**src/hdl/rsb_pkg.sv**
```systemverilog
`timescale 1ns / 1ps
package rsb_pkg;

  // Record store
  localparam int unsigned SLOTS  = 16;
  localparam int unsigned SLOT_W = (SLOTS > 1) ? $clog2(SLOTS) : 1;

  // Item field widths
  localparam int unsigned SLOT_FIELD_W = 4;
  localparam int unsigned TIME_W       = 32;
  localparam int unsigned COUNT_W      = 8;
  localparam int unsigned ACTION_W     = 3;

  // Backoff datapath: delay in Q.8, bounded by the ceiling in Q.8
  localparam int unsigned FRAC_W   = 8;
  localparam int unsigned FACTOR_W = 16;
  localparam int unsigned DQ_W     = TIME_W + FRAC_W;
  localparam int unsigned PROD_W   = DQ_W + FACTOR_W;
  localparam int unsigned SHIFT_W  = PROD_W - FRAC_W;

  // Window threshold in ms: window_seconds * 1000
  localparam int unsigned WIN_W     = 16;
  localparam int unsigned THRESH_W  = TIME_W + 1;
  localparam int unsigned MS_PER_S  = 1000;

  // Queue between front and back; depth is a power of two
  localparam int unsigned QUEUE_DEPTH = 2;
  localparam int unsigned QPTR_W      = (QUEUE_DEPTH > 1) ? $clog2(QUEUE_DEPTH) : 1;
  localparam int unsigned QCNT_W      = $clog2(QUEUE_DEPTH + 1);

  // Configuration port
  localparam int unsigned CFG_IDX_W  = 3;
  localparam int unsigned CFG_DATA_W = 32;

  // Stream widths
  localparam int unsigned S_TDATA_W = 40;
  localparam int unsigned M_TDATA_W = 48;

  // Restart policy codes (code 3 behaves as never)
  localparam logic [1:0] POL_NEVER   = 2'd0;
  localparam logic [1:0] POL_ALWAYS  = 2'd1;
  localparam logic [1:0] POL_ON_FAIL = 2'd2;

  typedef enum logic [CFG_IDX_W-1:0] {
    REG_POLICY  = 3'd0,
    REG_WINDOW  = 3'd1,
    REG_MAX     = 3'd2,
    REG_INITIAL = 3'd3,
    REG_FACTOR  = 3'd4,
    REG_CEILING = 3'd5
  } cfg_reg_e;

  typedef enum logic {
    CMD_ARM  = 1'b0,
    CMD_EXIT = 1'b1
  } cmd_e;

  typedef enum logic [ACTION_W-1:0] {
    ACT_ARMED      = 3'd0,
    ACT_NO_RESTART = 3'd1,
    ACT_ESCALATED  = 3'd2,
    ACT_SUPPRESSED = 3'd3,
    ACT_SCHEDULED  = 3'd4
  } action_e;

  typedef enum logic [2:0] {
    BK_IDLE,
    BK_EVAL,
    BK_MUL,
    BK_CMP,
    BK_DONE
  } back_state_e;

  typedef struct packed {
    logic [1:0]          restart_policy;
    logic [WIN_W-1:0]    window_seconds;
    logic [COUNT_W-1:0]  restart_limit;
    logic [TIME_W-1:0]   backoff_initial;
    logic [FACTOR_W-1:0] backoff_factor;
    logic [TIME_W-1:0]   backoff_ceiling;
  } cfg_t;

  // Classified item handed from front to back
  typedef struct packed {
    cmd_e                    cmd;
    logic                    permit;   // arm: policy opens records; exit: restart wanted
    logic                    slot_ok;
    logic [SLOT_FIELD_W-1:0] slot;
    logic [TIME_W-1:0]       now_ms;
  } item_t;

  typedef struct packed {
    action_e                 action;
    logic [TIME_W-1:0]       delay_ms;
    logic [COUNT_W-1:0]      attempt_count;
    logic [SLOT_FIELD_W-1:0] result_slot;
  } result_t;

endpackage

```
**src/hdl/rsb_front.sv**
```systemverilog
`timescale 1ns / 1ps
module rsb_front (
  input  logic                              clk_i,
  input  logic                              rst_ni,
  input  logic [1:0]                        policy_i,
  input  logic                              s_valid_i,
  output logic                              s_ready_o,
  input  logic [rsb_pkg::S_TDATA_W-1:0]     s_data_i,
  input  logic                              s_user_i,
  output logic                              push_o,
  output rsb_pkg::item_t                    item_o,
  input  logic                              q_full_i
);
  import rsb_pkg::*;

  logic  valid_q, valid_d;
  item_t item_q, item_d;
  logic  accept;
  logic  failed;
  logic  open_ok;

  assign s_ready_o = !valid_q || !q_full_i;
  assign accept    = s_valid_i && s_ready_o;
  assign push_o    = valid_q && !q_full_i;
  assign item_o    = item_q;

  assign failed  = s_data_i[SLOT_FIELD_W];
  assign open_ok = (policy_i == POL_ALWAYS) || (policy_i == POL_ON_FAIL);

  // Classify: decide from policy whether the item may open or restart
  always_comb begin
    item_d         = item_q;
    item_d.cmd     = cmd_e'(s_user_i);
    item_d.slot    = s_data_i[SLOT_FIELD_W-1:0];
    item_d.now_ms  = s_data_i[SLOT_FIELD_W+1 +: TIME_W];
    item_d.slot_ok = 32'(item_d.slot) < SLOTS;
    if (item_d.cmd == CMD_ARM) begin
      item_d.permit = open_ok;
    end else begin
      item_d.permit = (policy_i == POL_ALWAYS) || ((policy_i == POL_ON_FAIL) && failed);
    end
  end

  always_comb begin
    valid_d = valid_q;
    if (accept) begin
      valid_d = 1'b1;
    end else if (push_o) begin
      valid_d = 1'b0;
    end
  end

  always_ff @(posedge clk_i or negedge rst_ni) begin
    if (!rst_ni) begin
      valid_q <= 1'b0;
    end else begin
      valid_q <= valid_d;
    end
  end

  always_ff @(posedge clk_i) begin
    if (accept) begin
      item_q <= item_d;
    end
  end

endmodule

```
**src/hdl/rsb_fifo.sv**
```systemverilog
`timescale 1ns / 1ps
module rsb_fifo (
  input  logic           clk_i,
  input  logic           rst_ni,
  input  logic           push_i,
  input  rsb_pkg::item_t item_i,
  output logic           full_o,
  output logic           valid_o,
  output rsb_pkg::item_t item_o,
  input  logic           pop_i
);
  import rsb_pkg::*;

  item_t             mem_q [QUEUE_DEPTH];
  logic [QPTR_W-1:0] wr_ptr_q, wr_ptr_d;
  logic [QPTR_W-1:0] rd_ptr_q, rd_ptr_d;
  logic [QCNT_W-1:0] cnt_q, cnt_d;
  logic              do_push, do_pop;

  assign full_o  = cnt_q == QCNT_W'(QUEUE_DEPTH);
  assign valid_o = cnt_q != '0;
  assign item_o  = mem_q[rd_ptr_q];
  assign do_push = push_i && !full_o;
  assign do_pop  = pop_i && valid_o;

  always_comb begin
    wr_ptr_d = do_push ? wr_ptr_q + 1'b1 : wr_ptr_q;
    rd_ptr_d = do_pop ? rd_ptr_q + 1'b1 : rd_ptr_q;
    cnt_d    = cnt_q;
    if (do_push && !do_pop) begin
      cnt_d = cnt_q + 1'b1;
    end else if (do_pop && !do_push) begin
      cnt_d = cnt_q - 1'b1;
    end
  end

  always_ff @(posedge clk_i or negedge rst_ni) begin
    if (!rst_ni) begin
      wr_ptr_q <= '0;
      rd_ptr_q <= '0;
      cnt_q    <= '0;
    end else begin
      wr_ptr_q <= wr_ptr_d;
      rd_ptr_q <= rd_ptr_d;
      cnt_q    <= cnt_d;
    end
  end

  always_ff @(posedge clk_i) begin
    if (do_push) begin
      mem_q[wr_ptr_q] <= item_i;
    end
  end

endmodule

```
**src/hdl/rsb_back.sv**
```systemverilog
`timescale 1ns / 1ps
module rsb_back (
  input  logic             clk_i,
  input  logic             rst_ni,
  input  rsb_pkg::cfg_t    cfg_i,
  input  logic             q_valid_i,
  input  rsb_pkg::item_t   q_item_i,
  output logic             q_pop_o,
  output logic             m_valid_o,
  input  logic             m_ready_i,
  output rsb_pkg::result_t m_result_o
);
  import rsb_pkg::*;

  back_state_e state_q, state_d;
  item_t       cur_q, cur_d;
  result_t     res_q, res_d;
  result_t     out_q;
  logic        out_valid_q, out_valid_d;
  logic        load_out;

  logic [THRESH_W-1:0] thresh_q;
  logic [DQ_W-1:0]     d_q, d_d;
  logic [PROD_W-1:0]   prod_q, prod_d;
  logic [COUNT_W-1:0]  iter_q, iter_d;

  // Restart records; armed is the only part with a reset value
  logic [SLOTS-1:0]   armed_q;
  logic [TIME_W-1:0]  ws_q  [SLOTS];
  logic [COUNT_W-1:0] cnt_q [SLOTS];
  logic               esc_q [SLOTS];

  logic [SLOT_W-1:0]  idx;
  logic               hit;
  logic [TIME_W-1:0]  elapsed;
  logic               expired;
  logic [COUNT_W-1:0] cnt_eff;
  logic               need_mul;
  logic [SHIFT_W-1:0] d_next;
  logic [SHIFT_W-1:0] cap;
  logic               cap_hit;
  logic               last_iter;

  logic               armed_we, armed_wd;
  logic               rec_we;
  logic [TIME_W-1:0]  ws_wd;
  logic [COUNT_W-1:0] cnt_wd;
  logic               esc_wd;

  assign idx     = SLOT_W'(cur_q.slot);
  assign hit     = cur_q.slot_ok && armed_q[idx];
  assign elapsed = cur_q.now_ms - ws_q[idx];
  assign expired = {1'b0, elapsed} >= thresh_q;
  assign cnt_eff = expired ? '0 : cnt_q[idx];
  assign need_mul = (cur_q.cmd == CMD_EXIT) && hit && cur_q.permit &&
                    (cnt_eff < cfg_i.restart_limit) && (cnt_eff != '0);

  assign d_next    = prod_q[PROD_W-1:FRAC_W];
  assign cap       = {{(SHIFT_W-DQ_W){1'b0}}, cfg_i.backoff_ceiling, {FRAC_W{1'b0}}};
  assign cap_hit   = d_next >= cap;
  assign last_iter = iter_q == COUNT_W'(1);

  assign load_out   = (state_q == BK_DONE) && (!out_valid_q || m_ready_i);
  assign m_valid_o  = out_valid_q;
  assign m_result_o = out_q;

  // Next state
  always_comb begin
    state_d = state_q;
    case (state_q)
      BK_IDLE: if (q_valid_i) state_d = BK_EVAL;
      BK_EVAL: state_d = need_mul ? BK_MUL : BK_DONE;
      BK_MUL:  state_d = BK_CMP;
      BK_CMP:  if (cap_hit || last_iter) state_d = BK_DONE; else state_d = BK_MUL;
      BK_DONE: if (load_out) state_d = BK_IDLE;
      default: state_d = BK_IDLE;
    endcase
  end

  // Datapath and record updates
  always_comb begin
    q_pop_o  = 1'b0;
    cur_d    = cur_q;
    res_d    = res_q;
    d_d      = d_q;
    prod_d   = prod_q;
    iter_d   = iter_q;
    armed_we = 1'b0;
    armed_wd = armed_q[idx];
    rec_we   = 1'b0;
    ws_wd    = ws_q[idx];
    cnt_wd   = cnt_q[idx];
    esc_wd   = esc_q[idx];
    case (state_q)
      BK_IDLE: begin
        q_pop_o = q_valid_i;
        cur_d   = q_item_i;
      end
      BK_EVAL: begin
        res_d.result_slot   = cur_q.slot;
        res_d.delay_ms      = '0;
        res_d.attempt_count = '0;
        if (cur_q.cmd == CMD_ARM) begin
          res_d.action = ACT_ARMED;
          if (cur_q.slot_ok) begin
            if (!armed_q[idx] && cur_q.permit) begin
              armed_we = 1'b1;
              armed_wd = 1'b1;
              rec_we   = 1'b1;
              ws_wd    = cur_q.now_ms;
              cnt_wd   = '0;
              esc_wd   = 1'b0;
            end else if (armed_q[idx]) begin
              res_d.attempt_count = cnt_q[idx];
            end
          end
        end else begin
          res_d.action = ACT_NO_RESTART;
          if (hit && !cur_q.permit) begin
            // declined restart: drop the record
            armed_we = 1'b1;
            armed_wd = 1'b0;
          end else if (hit) begin
            rec_we = 1'b1;
            ws_wd  = expired ? cur_q.now_ms : ws_q[idx];
            cnt_wd = cnt_eff;
            res_d.attempt_count = cnt_eff;
            if (cnt_eff >= cfg_i.restart_limit) begin
              if (esc_q[idx]) begin
                res_d.action = ACT_SUPPRESSED;
              end else begin
                res_d.action = ACT_ESCALATED;
                esc_wd       = 1'b1;
              end
            end else begin
              res_d.action        = ACT_SCHEDULED;
              cnt_wd              = cnt_eff + 1'b1;
              res_d.attempt_count = cnt_eff + 1'b1;
              res_d.delay_ms      = cfg_i.backoff_initial;
              d_d                 = {cfg_i.backoff_initial, {FRAC_W{1'b0}}};
              iter_d              = cnt_eff;
            end
          end
        end
      end
      BK_MUL: begin
        prod_d = {{(PROD_W-DQ_W){1'b0}}, d_q} *
                 {{(PROD_W-FACTOR_W){1'b0}}, cfg_i.backoff_factor};
      end
      BK_CMP: begin
        if (cap_hit) begin
          res_d.delay_ms = cfg_i.backoff_ceiling;
        end else begin
          d_d    = d_next[DQ_W-1:0];
          iter_d = iter_q - 1'b1;
          res_d.delay_ms = d_next[DQ_W-1:FRAC_W];
        end
      end
      BK_DONE: begin
      end
      default: begin
      end
    endcase
  end

  always_comb begin
    out_valid_d = out_valid_q;
    if (load_out) begin
      out_valid_d = 1'b1;
    end else if (m_ready_i) begin
      out_valid_d = 1'b0;
    end
  end

  always_ff @(posedge clk_i or negedge rst_ni) begin
    if (!rst_ni) begin
      state_q     <= BK_IDLE;
      out_valid_q <= 1'b0;
      armed_q     <= '0;
    end else begin
      state_q     <= state_d;
      out_valid_q <= out_valid_d;
      if (armed_we) begin
        armed_q[idx] <= armed_wd;
      end
    end
  end

  always_ff @(posedge clk_i) begin
    cur_q    <= cur_d;
    res_q    <= res_d;
    d_q      <= d_d;
    prod_q   <= prod_d;
    iter_q   <= iter_d;
    thresh_q <= {{(THRESH_W-WIN_W){1'b0}}, cfg_i.window_seconds} * THRESH_W'(MS_PER_S);
    if (load_out) begin
      out_q <= res_q;
    end
    if (rec_we) begin
      ws_q[idx]  <= ws_wd;
      cnt_q[idx] <= cnt_wd;
      esc_q[idx] <= esc_wd;
    end
  end

endmodule

```
**src/hdl/restart_supervisor_backoff.sv**
```systemverilog
`timescale 1ns / 1ps
// Channel  | Handshake                      | Words carried
// ---------+--------------------------------+-----------------------------------------------
// s_axis   | s_axis_tvalid / s_axis_tready  | one event: arm or exit of a slot
// m_axis   | m_axis_tvalid / m_axis_tready  | one result per event, in event order
// cfg      | cfg_we_i (no wait)             | policy, window, limit, backoff settings
//
// Backoff math runs one multiply step per restart already counted (up to 254)
// on the single shared 40x16 multiplier, and stops early at the ceiling.
// Reset clears all restart records (armed flags) and loads register defaults.
// The front stage and a two-word queue keep accepting while the back end
// iterates or the output word waits on m_axis_tready, until both are full.
module restart_supervisor_backoff (
  input  logic                              clk_i,
  input  logic                              rst_ni,
  // configuration write port
  input  logic                              cfg_we_i,
  input  logic [rsb_pkg::CFG_IDX_W-1:0]     cfg_idx_i,
  input  logic [rsb_pkg::CFG_DATA_W-1:0]    cfg_data_i,
  // event input
  input  logic                              s_axis_tvalid,
  output logic                              s_axis_tready,
  input  logic [rsb_pkg::S_TDATA_W-1:0]     s_axis_tdata,  // slot[3:0], exit_failed[4], now_ms[36:5]
  input  logic                              s_axis_tuser,  // operation[0]
  // result output
  output logic                              m_axis_tvalid,
  input  logic                              m_axis_tready,
  output logic [rsb_pkg::M_TDATA_W-1:0]     m_axis_tdata,  // delay_ms[31:0], attempt_count[39:32],
                                                           // result_slot[43:40]
  output logic [rsb_pkg::ACTION_W-1:0]      m_axis_tuser   // action[2:0]
);
  import rsb_pkg::*;

  cfg_t    cfg_q, cfg_d;
  logic    push;
  item_t   f_item;
  logic    q_full;
  logic    q_valid;
  item_t   q_item;
  logic    q_pop;
  result_t result;

  // Register file: hold values, write whole register on cfg_we_i
  always_comb begin
    cfg_d = cfg_q;
    if (cfg_we_i) begin
      case (cfg_idx_i)
        REG_POLICY:  cfg_d.restart_policy  = cfg_data_i[1:0];
        REG_WINDOW:  cfg_d.window_seconds  = cfg_data_i[WIN_W-1:0];
        REG_MAX:     cfg_d.restart_limit   = cfg_data_i[COUNT_W-1:0];
        REG_INITIAL: cfg_d.backoff_initial = cfg_data_i[TIME_W-1:0];
        REG_FACTOR:  cfg_d.backoff_factor  = cfg_data_i[FACTOR_W-1:0];
        REG_CEILING: cfg_d.backoff_ceiling = cfg_data_i[TIME_W-1:0];
        default:     cfg_d = cfg_q;
      endcase
    end
  end

  always_ff @(posedge clk_i or negedge rst_ni) begin
    if (!rst_ni) begin
      cfg_q.restart_policy  <= POL_NEVER;
      cfg_q.window_seconds  <= WIN_W'(60);
      cfg_q.restart_limit   <= COUNT_W'(5);
      cfg_q.backoff_initial <= TIME_W'(1000);
      cfg_q.backoff_factor  <= FACTOR_W'(512);
      cfg_q.backoff_ceiling <= TIME_W'(60000);
    end else begin
      cfg_q <= cfg_d;
    end
  end

  // Front: accept and classify events
  rsb_front u_front (
    .clk_i     (clk_i),
    .rst_ni    (rst_ni),
    .policy_i  (cfg_q.restart_policy),
    .s_valid_i (s_axis_tvalid),
    .s_ready_o (s_axis_tready),
    .s_data_i  (s_axis_tdata),
    .s_user_i  (s_axis_tuser),
    .push_o    (push),
    .item_o    (f_item),
    .q_full_i  (q_full)
  );

  // Decoupling queue
  rsb_fifo u_fifo (
    .clk_i   (clk_i),
    .rst_ni  (rst_ni),
    .push_i  (push),
    .item_i  (f_item),
    .full_o  (q_full),
    .valid_o (q_valid),
    .item_o  (q_item),
    .pop_i   (q_pop)
  );

  // Back: update records, run backoff, drive output word
  rsb_back u_back (
    .clk_i      (clk_i),
    .rst_ni     (rst_ni),
    .cfg_i      (cfg_q),
    .q_valid_i  (q_valid),
    .q_item_i   (q_item),
    .q_pop_o    (q_pop),
    .m_valid_o  (m_axis_tvalid),
    .m_ready_i  (m_axis_tready),
    .m_result_o (result)
  );

  assign m_axis_tdata = {4'b0, result.result_slot, result.attempt_count, result.delay_ms};
  assign m_axis_tuser = result.action;

endmodule

```
**config.mk**
```make
export PLATFORM = sky130hd
export DESIGN_NAME = restart_supervisor_backoff
export DESIGN_NICKNAME = d
export VERILOG_FILES = /design/src/hdl/rsb_pkg.sv /design/src/hdl/rsb_front.sv /design/src/hdl/rsb_fifo.sv /design/src/hdl/rsb_back.sv /design/src/hdl/restart_supervisor_backoff.sv
export SDC_FILE = /design/constraint.sdc
export NUM_CORES = 2
export LEC_CHECK = 0
export BUFFER_PORTS_ARGS = -buffer_cell sky130_fd_sc_hd__buf_2
export CAP_MARGIN = 20
export CORE_MARGIN = 5
export CORE_UTILIZATION = 30
export CTS_CLUSTER_DIAMETER = 80
export CTS_CLUSTER_SIZE = 40
export DETAILED_ROUTE_END_ITERATION = 16
export GPL_TIMING_DRIVEN = 0
export PLACE_DENSITY = 0.42
export SLEW_MARGIN = 10
export SYNTH_ARGS = -nofsm -noshare
export SYNTH_HDL_FRONTEND = slang
export SYNTH_HIERARCHICAL = 1
export SYNTH_SLANG_ARGS = --single-unit
```
**constraint.sdc**
```tcl
create_clock -name clk_i -period 12.3 [get_ports clk_i]
set_input_delay 3.075 -clock clk_i [delete_from_list [all_inputs] [get_ports clk_i]]
set_output_delay 3.075 -clock clk_i [all_outputs]
set_load 0.05 [all_outputs]
```
==> reports/qor.yml <==
worst_setup_path:
  critPathKind: "reg2reg"
  crit_top_cell: "a21oi_1"
  end_kind: "flip-flop"
  cp.required_ps: 12880
  worst_setup_path_start_kind: "flip-flop"
  r2r_slack_ps: 1020
  slowest_stage: "o22ai_1"
  r2r_end: "u_back/cnt_q[15][2]$_DFFE_PP_"
  max_stage_delay_ps: 770
  path_max_fanout: 19
  endpoint: "u_back/cnt_q[15][2]$_DFFE_PP_"
  r2r_cells: 41
  crit_arrival_ps: 11860
routing:
  wire_per_inst_um: 25.2
  ant_nets: 0
  drt-vias-per-instance: 4.75
  vias: 39200
  routed_wl_um: 208000
  met3_length_um: 7940
  m1WireLength_um: 87900
  first_iter_violations: 2802
  drt_first_pass_iters: 6
  top_layer: "met4"
  met2_length_um: 106000
  drc: 0
global_routing:
  grt_max_degree: 75
  grt_usage: 0.176
  grt_pass1_wl_um: 303000
  grt_pass1_vias: 42000
  antenna_found_initial: 21
  grt_overflow: 0
outcome:
  outcome: "complete, no violations"
synth:
  synth-seq-area-share: 0.498
  ys_seq_elements: 1159
  yosys_most_used_dff: "edfxtp_1"
  syn_avg_cell_area_um2: 13.9
  async_reset_ff_frac: 0.113
  synth.area.top_cells: "edfxtp_1 (44%), fa_1 (17%), mux4_2 (6.9%), ha_1 (5.1%), dfrtp_1 (4.1%)"
  syn-cell-area_mm2: 0.0680
  synth_cell_types: 90
  synth_most_common_cell: "edfxtp_1"
  synth_edf_count: 1001
  synth_xor_area_frac: 0.0129
  muxShareOfSynthArea: 0.104
  synth_top_cell_area_share: 0.442
  ys_warn_count: 6
  synth_top_family_by_area: "adder cells"
  syn_inst: 4913
  synth_top_area_cell: "edfxtp_1"
  synth_commonest_cells: "edfxtp_1 (1001), inv_1 (664), nand2_1 (642), fa_1 (584), ha_1 (276)"
  synth_compound_area_frac: 0.0368
  yosys.area_share.adder: 0.223
  synth_simple_gate_area_share: 0.0750
sta:
  clock.fmax_mhz: 88.6
  skew_ps: 84.7
  report.final.slew_viol_count: 0
  period_share: 0.917
  hold_violations: 0
  rsz0062_at_grt: "no"
  relSlewSlack: 0.223
  tightest_slew_ps: 1170
  setup_viol: 0
  layout_min_cycle_time_ps: 11280
  whs_ps: 414
floorplan:
  io_pins: 134
  dieArea_mm2: 0.236
  fp.dieW_um: 486
  num_rows: 174
  die_h_um: 486
  core_mm2: 0.225
  start_util: 0.302
clocking:
  cts_max_level: 3
  clk_latency_ps: 760
  post_cts_buffers: 0
  cts_buffers: 78
  root_buffer: "clkbuf_16"
  cts_hold_buf: 0
  clk_pin_slew_worst_paths_ps: 90
  cts_buffer_depth: 3
  cts_sinks: 1159
  tritoncts: "yes"
place:
  numPortBuffers: 126
  gp_congestion: 0.854
  dp_hpwl_um: 159000
layout:
  synthToLayoutAreaGrowth_pct: 13.2
  nNetsFinal: 6134
  final_layout_size_suffix_gt1_frac: 0.169
  final_util: 0.342
min_path:
  holdCritStartpoint: "u_back/res_q[11]$_DFFE_PP_"
  hold_path.class: "reg2reg"
flow_run:
  maxCapViolations: 0
[layout by cell type (no fill, tap or decap), types with 12 or more instances in the layout]
| cell | netlist | final |
|---|---|---|
| a21o_1 | 57 | 56 |
| a21oi_1 | 112 | 112 |
| and2_1 | 177 | 176 |
| buf_12 | 0 | 28 |
| buf_16 | 0 | 17 |
| buf_2 | 23 | 146 |
| buf_4 | 11 | 27 |
| buf_6 | 8 | 17 |
| clkbuf_1 | 161 | 147 |
| clkbuf_16 | 0 | 80 |
| clkbuf_2 | 0 | 13 |
| clkinv_16 | 0 | 12 |
| dfrtp_1 | 111 | 111 |
| dfstp_2 | 20 | 20 |
| dfxtp_1 | 27 | 27 |
| edfxtp_1 | 1001 | 1001 |
| fa_1 | 584 | 584 |
| ha_1 | 276 | 276 |
| inv_1 | 664 | 664 |
| inv_6 | 0 | 12 |
| mux2_2 | 178 | 178 |
| mux2_4 | 20 | 20 |
| mux4_2 | 209 | 209 |
| nand2_1 | 642 | 642 |
| nand2b_1 | 21 | 21 |
| nand3_1 | 35 | 35 |
| nand4_1 | 18 | 18 |
| nor2_1 | 122 | 102 |
| nor2_4 | 1 | 20 |
| nor2b_1 | 27 | 27 |
| nor3_1 | 25 | 21 |
| o21a_1 | 18 | 18 |
| o21ai_0 | 43 | 41 |
| o21ai_1 | 12 | 12 |
| o22ai_1 | 37 | 37 |
| xnor2_1 | 76 | 76 |
| xor2_1 | 24 | 24 |
[sequential cells by signal (all words and copies together) (netlist names), 23 cells and up, named ones only]
register and flops:
u_back/thresh_q 23, u_back/cur_q 35, u_back/m_result_o 47, u_back/cnt_q 128
u_back/d_q 40, u_back/res_q 47, cfg_q 106, u_back/ws_q 512
u_back/prod_q 48, u_fifo/mem_q 78, u_front/item_o 38
[cell families after synthesis]
kind of cell | count (synthesis)
flip-flops | 1159
AND/OR/NAND/NOR | 1123
buffers and inverters | 878
adder cells (fa/ha/maj) | 862
multiplexers | 412
AO/OA/AOI/OAI | 377
XOR/XNOR | 100
other | 2
[critical path: cells and delay by family (launching register included)]
| family | cells | cell delay [ps] |
|---|---|---|
| mux | 2 | 890 |
| fa+ha+maj | 3 | 870 |
| xor+xnor | 2 | 380 |
| simple gates | 7 | 1470 |
| compound gates | 19 | 4230 |
| buf+inv | 8 | 2900 |
| flops | 1 | 360 |
[stage by stage]
step	std cells	worst slack (ps)	TNS, ps	cell area, um^2
6_report	8254	1020	0	77000
3_5_place_dp	8104	-1170	-332980	73900
5_1_grt	8251	151	0	77000
4_1_cts	8249	47.5	0	77000
2_1_floorplan	4916	2380	0	68100
3_3_place_gp	8034	-2470	-504020	72400
[routing by layer]
layer  GRT usage  vias to the layer above
met5           0                        -
met4      0.0415                        0
met3      0.0214                      190
met2       0.314                      850
met1       0.228                    20700
li1            -                    17400
[how the worst min path moves through the flow]
stage                                            to  slack (ps)  cells past startpoint
detailed placement  u_back/m_result_o[20]$_DFFE_PP_         410                      0
global route         u_back/m_result_o[3]$_DFFE_PP_         410                      0
finish              u_back/m_result_o[11]$_DFFE_PP_         410                      0
global placement    u_back/m_result_o[20]$_DFFE_PP_         400                      0
floorplan            u_back/m_result_o[0]$_DFFE_PP_         400                      0
CTS                  u_back/m_result_o[3]$_DFFE_PP_         420                      0
[final cells by class]
cell class | instances | area (um^2)
fill | 22200 | 148000
sequential | 1159 | 33900
multi-input combinational | 2880 | 30900
tap | 2992 | 3740
inverter | 666 | 2500
clock buffer | 82 | 2020
timing repair buffer | 199 | 1940
clock inverter | 63 | 1010
buffer | 209 | 957
antenna | 4 | 10.0
[what timing repair did]
action,4_1_cts,5_1_grt
pin swaps,0,0
endpoints found under the setup margin,669,223
gates resized for setup,16,14
gates cloned,1,0
Power is left out: the tool's default activity adds up to more than one toggle a clock period on the data nets, which glitch-free logic cannot reach.
